--- src/rtl/ppit_edge.sv ---
// Three-stage edge crossing pipeline with crossing parity accumulator.
`timescale 1ns / 1ps

module ppit_edge #(
   parameter int COORD_BITS = 24
) (
   input  logic                         clock,
   input  logic                         reset,
   input  logic                         clear,
   input  logic                         edge_vld,
   input  logic signed [COORD_BITS-1:0] px,
   input  logic signed [COORD_BITS-1:0] py,
   input  logic [2*COORD_BITS-1:0]      vtx_a,
   input  logic [2*COORD_BITS-1:0]      vtx_b,
   output logic                         busy,
   output logic                         parity
);

   localparam int CB = COORD_BITS;
   localparam int DW = COORD_BITS + 1;
   localparam int PW = 2 * DW;

   logic signed [CB-1:0] x1, y1, x2, y2;
   logic signed [DW-1:0] pxe, pye, x1e, y1e, x2e, y2e;
   logic signed [DW-1:0] a_in, dy_in, c_in, dx_in;
   logic                 en_in;

   logic                 s1_vld_ff, en1_ff, vert1_ff, dypos1_ff;
   logic signed [DW-1:0] a_ff, dy_ff, c_ff, dx_ff;

   logic                 s2_vld_ff, en2_ff, vert2_ff, dypos2_ff;
   logic signed [PW-1:0] p1_in, p2_in, p1_ff, p2_ff;

   logic                 crossed;
   logic                 parity_ff, parity_in;

   assign x1 = vtx_a[2*CB-1:CB];
   assign y1 = vtx_a[CB-1:0];
   assign x2 = vtx_b[2*CB-1:CB];
   assign y2 = vtx_b[CB-1:0];

   assign pxe = {px[CB-1], px};
   assign pye = {py[CB-1], py};
   assign x1e = {x1[CB-1], x1};
   assign y1e = {y1[CB-1], y1};
   assign x2e = {x2[CB-1], x2};
   assign y2e = {y2[CB-1], y2};

   assign a_in  = pxe - x1e;
   assign dy_in = y2e - y1e;
   assign c_in  = pye - y1e;
   assign dx_in = x2e - x1e;
   assign en_in = (((y1 < py) && (py <= y2)) || ((y2 < py) && (py <= y1)))
                  && ((px <= x1) || (px <= x2));

   assign p1_in = PW'(a_ff) * PW'(dy_ff);
   assign p2_in = PW'(c_ff) * PW'(dx_ff);

   assign crossed = en2_ff &&
                    (vert2_ff || (dypos2_ff ? (p1_ff <= p2_ff) : (p1_ff >= p2_ff)));

   always_comb begin
      parity_in = parity_ff;
      if (clear) begin
         parity_in = 1'b0;
      end else if (s2_vld_ff && crossed) begin
         parity_in = ~parity_ff;
      end
   end

   always_ff @(posedge clock) begin
      if (reset) begin
         s1_vld_ff <= 1'b0;
         s2_vld_ff <= 1'b0;
         parity_ff <= 1'b0;
      end else begin
         s1_vld_ff <= edge_vld;
         s2_vld_ff <= s1_vld_ff;
         parity_ff <= parity_in;
      end
   end

   always_ff @(posedge clock) begin
      en1_ff    <= en_in;
      vert1_ff  <= (x1 == x2);
      dypos1_ff <= (y2 > y1);
      a_ff      <= a_in;
      dy_ff     <= dy_in;
      c_ff      <= c_in;
      dx_ff     <= dx_in;
      en2_ff    <= en1_ff;
      vert2_ff  <= vert1_ff;
      dypos2_ff <= dypos1_ff;
      p1_ff     <= p1_in;
      p2_ff     <= p2_in;
   end

   assign busy   = s1_vld_ff || s2_vld_ff;
   assign parity = parity_ff;

endmodule

--- config.mk ---
export PLATFORM = sky130hd
export DESIGN_NAME = ppit_edge
export DESIGN_NICKNAME = d
export VERILOG_FILES = /design/src/rtl/ppit_edge.sv
export SDC_FILE = /design/constraint.sdc
export NUM_CORES = 2
export LEC_CHECK = 0
export BUFFER_PORTS_ARGS = -buffer_cell sky130_fd_sc_hd__buf_4
export CAP_MARGIN = 25
export CORE_AREA = 2 2 380 382
export DETAILED_ROUTE_END_ITERATION = 7
export DIE_AREA = 0 0 382 384
export HOLD_SLACK_MARGIN = 0.05
export PLACE_DENSITY = 0.54
export SLEW_MARGIN = 30
export SYNTH_ARGS = -nofsm -noshare
export SYNTH_HDL_FRONTEND = slang
export SYNTH_SLANG_ARGS = --single-unit
--- constraint.sdc ---
create_clock -name clock -period 13.2 [get_ports clock]
set_input_delay 0 -clock clock [delete_from_list [all_inputs] [get_ports clock]]
set_output_delay 0 -clock clock [all_outputs]
set_load 0.005 [all_outputs]
==> summary.md <==
| Metric | Value |
|---|---|
| Die width | 382 um |
| Min cycle time layout | 7.98 ns |
| Synth unique cells | 70 |
| Synth Area in Adders | 57.3% |
| CP Capture Type | flip-flop |
| Vias per cell | 4.97 |
| IO Pins | 150 |
| Post-route antenna net violation count | 0 |
| Sequential share of the synthesized area | 7.40% |
| Most frequent cells in the layout | inv_1 (1,431), fa_1 (1,319), nand2_1 (688) |
| Largest net degree at the start of global routing | 27 |
| Syn-to-layout area delta | 10.5% |
| EDFF count, synth | 0 |
| Global Route Usage Sum | 22.5% |
| GRT busiest layer | met2 |
| Later-pin clock latency in the skew report | 0.57 ns |
| Synth warn | 0 |
| H-tree levels | 1 |
| Synth Area in Simple Gates | 14.9% |
| Nets | 8,252 |
| Detailed Place HPWL | 127 mm |
| Syn Area/Cell | 9.29 um^2 |
| Post-Route WL | 158 mm |
| Die Height | 384 um |
| GP Congestion | 0.932 |
| Worst-Margin Slew | 0.950 ns |
| Met1 Use GR | 30.9% |
| Vias in the first global route | 45,200 |
| Kind of critical path | reg -> reg |
| Core area | 0.143 mm^2 |
| Crit path DAT | 8.48 ns |
| #FFs+latches synth | 209 |
| Die area | 0.147 mm^2 |
| DR iter-0 viols | 2,055 |
| CP startpoint kind | flip-flop |
| Setup total negative slack | 0 ns |
| Clock sink total | 209 |
| Largest family of logic cells by synthesized area | adder cells |
| Starting Density | 39.6% |
| Commonest register cell after synthesis | dfxtp_1 |
| CTS Buf Count | 26 |
| Synthesized area | 0.0566 mm^2 |
| Part of the cycle the worst path needs | 60.5% |
| Initial antenna violation count | 14 |
| Via count | 40,900 |
| Post-cts resize count | 0 |
| Congestion Overflow GR | 0 |
| Area of the multi-input gates | 0.0462 mm^2 |
| Reg clk slew, reported paths | 0.07 ns |
| Final Max Tran Viols | 0 |
| Clock buffer depth | 3 |
| 1st-pass router iterations | 5 |
| Worst r2r src | a_ff[24] |
| Reg2Reg Depth | 22 |
| Clock root buffer | clkbuf_16 |
| Outcome | finished clean |
| Worst clock skew | 0.0167 ns |
| Most common cell after layout, fill and taps aside | inv_1 |
| Unrepaired setup endpoints after global routing | no |
| CP required | 13.70 ns |
| Synth Area in Compound Gates | 6.38% |
| Num rows | 139 |
| Final setup viols | 0 |
| Port buffer count | 149 |
| Share of post-route cells with drive strength above 1 | 5.23% |
| Filler cells | 14,000 |
| Final hold viol count | 0 |
| Worst hold start | vtx_a[16] |
| Max Clk Rate | 125 MHz |
| Portion of netlist area occupied by mux cells | 0.148% |
| Rel. slew slack | 36.6% |
| Grt met3 use | 2.12% |
| CP startpoint | a_ff[24] |
| Max Cap Viol | 0 |
| First-pass GRT wire length | 256 mm |
| HP Class | in -> reg |
| Reg area | 0.00421 mm^2 |
| Post-Synthesis Cells | 6,089 |
| Critical path fanouts, max | 25 |
| # DRC | 0 |
| Syn_nets | 8,036 |
| CTS tree | built |
| Synth Area in XOR/XNOR | 2.90% |
| Per-cell routed wire length | 19.1 um |
| Post-synth ARST share | 0% |
| Worst hold stages | 4 |
| R2R Setup Slk | 5.22 ns |
| GR Layer Usage met2 | 39.0% |
## per-layer routing
layer | vias up | share of wire [%]
met5 | - | 0.0082
met4 | 2 | 2.0
met3 | 155 | 4.5
met2 | 889 | 49
met1 | 21300 | 44
li1 | 18600 | -
## repair_timing
item                      CTS  global route
hold buffers              174             0
hold endpoints to repair   95             0
setup buffers               0             0
## Yosys cell counts (all sizes together) (5+ instances only)
cell type / n / area [um^2]
fa: 1320 / 26400
nand3: 37 / 190
a31oi: 15 / 93.8
xnor2: 137 / 1200
nand2: 688 / 2580
nor3: 24 / 120
or3: 12 / 75.1
or2: 7 / 43.8
xor2: 50 / 438
o31ai: 7 / 71.3
and3: 20 / 125
nor4: 5 / 31.3
nand2b: 46 / 288
nand4: 40 / 250
a211oi: 26 / 200
o22ai: 5 / 31.3
dfxtp: 209 / 4180
o21bai: 17 / 128
and2: 610 / 3820
nor2: 137 / 514
inv: 1431 / 5370
a21boi: 7 / 52.6
a21o: 111 / 833
a2111oi: 6 / 52.6
o21a: 26 / 195
ha: 479 / 5990
a211o: 7 / 61.3
a31o: 5 / 43.8
clkbuf: 212 / 796
nor2b: 55 / 344
o41ai: 7 / 83.8
o21ai: 103 / 519
o211ai: 8 / 60.1
a21oi: 168 / 863
mux2i: 5 / 50.1
## metrics by stage
step                      std cells  setup WS, ns  hold WS (ns)  cell area [um^2]  util [%]
after floorplan                6089          6.18        0.0716             56600         -
after global placement         8006          5.18         0.232             59800      41.9
after detailed placement       8006          5.16         0.230             59900      41.9
after CTS                      8228          5.13        0.0563             62500      43.8
after global routing           8228          4.60        0.0816             62500      43.8
final                          8230          5.22        0.0861             62500      43.8
## cell type report
class	count	area share (%)
Tap cell	1903	3.81
Sequential cell	209	6.74
Inverter	1432	8.60
Clock inverter	18	0.264
Timing Repair Buffer	401	5.51
Antenna cell	2	0.00801
Multi-Input combinational cell	4235	73.9
Clock buffer	30	1.13
## state kept, by name (all words and copies together) (netlist names)
signal	cells
vert1_ff	1
s2_vld_ff	1
dx_ff	25
c_ff	25
vert2_ff	1
parity	1
dypos1_ff	1
en1_ff	1
a_ff	25
dypos2_ff	1
p1_ff	50
en2_ff	1
s1_vld_ff	1
p2_ff	50
dy_ff	25
## critical path, stage by stage (launching register included)
cell and delay, ns:
dfxtp_1 0.88, nand2_1 0.23, inv_1 0.18, fa_1 0.56, fa_1 0.49, fa_1 0.99
inv_1 0.45, fa_1 0.62, inv_1 0.06, fa_1 0.55, fa_1 0.42, ha_1 0.39
a21o_1 0.19, a21o_1 0.17, a21o_1 0.17, a21o_1 0.16, a21oi_1 0.14, o21ai_0 0.11
a311o_1 0.39, a221oi_2 0.32, o21ai_0 0.12, a21oi_1 0.18, xnor2_1 0.14
## final timing paths
kind | to
worst max register to register | p1_ff[49]
worst min register to register | dypos2_ff
worst max-delay path | p1_ff[49]
worst min-delay path | dy_ff[16]
## cells by family (layout without fill, tap and decap cells)
kind of cell               count (synthesis)  in the layout
AOI/OAI and AO/OA                        551            551
xor gates and xnor gates                 187            187
adders and majority gates               1799           1799
buffers and inverters                   1645           1881
DFF                                      209            209
muxes                                      8              8
other                                      0              2
and+or+nand+nor                         1690           1690
Power is not shown: default switching activity piles up to over one toggle a cycle in this logic, so the estimate is an artifact.
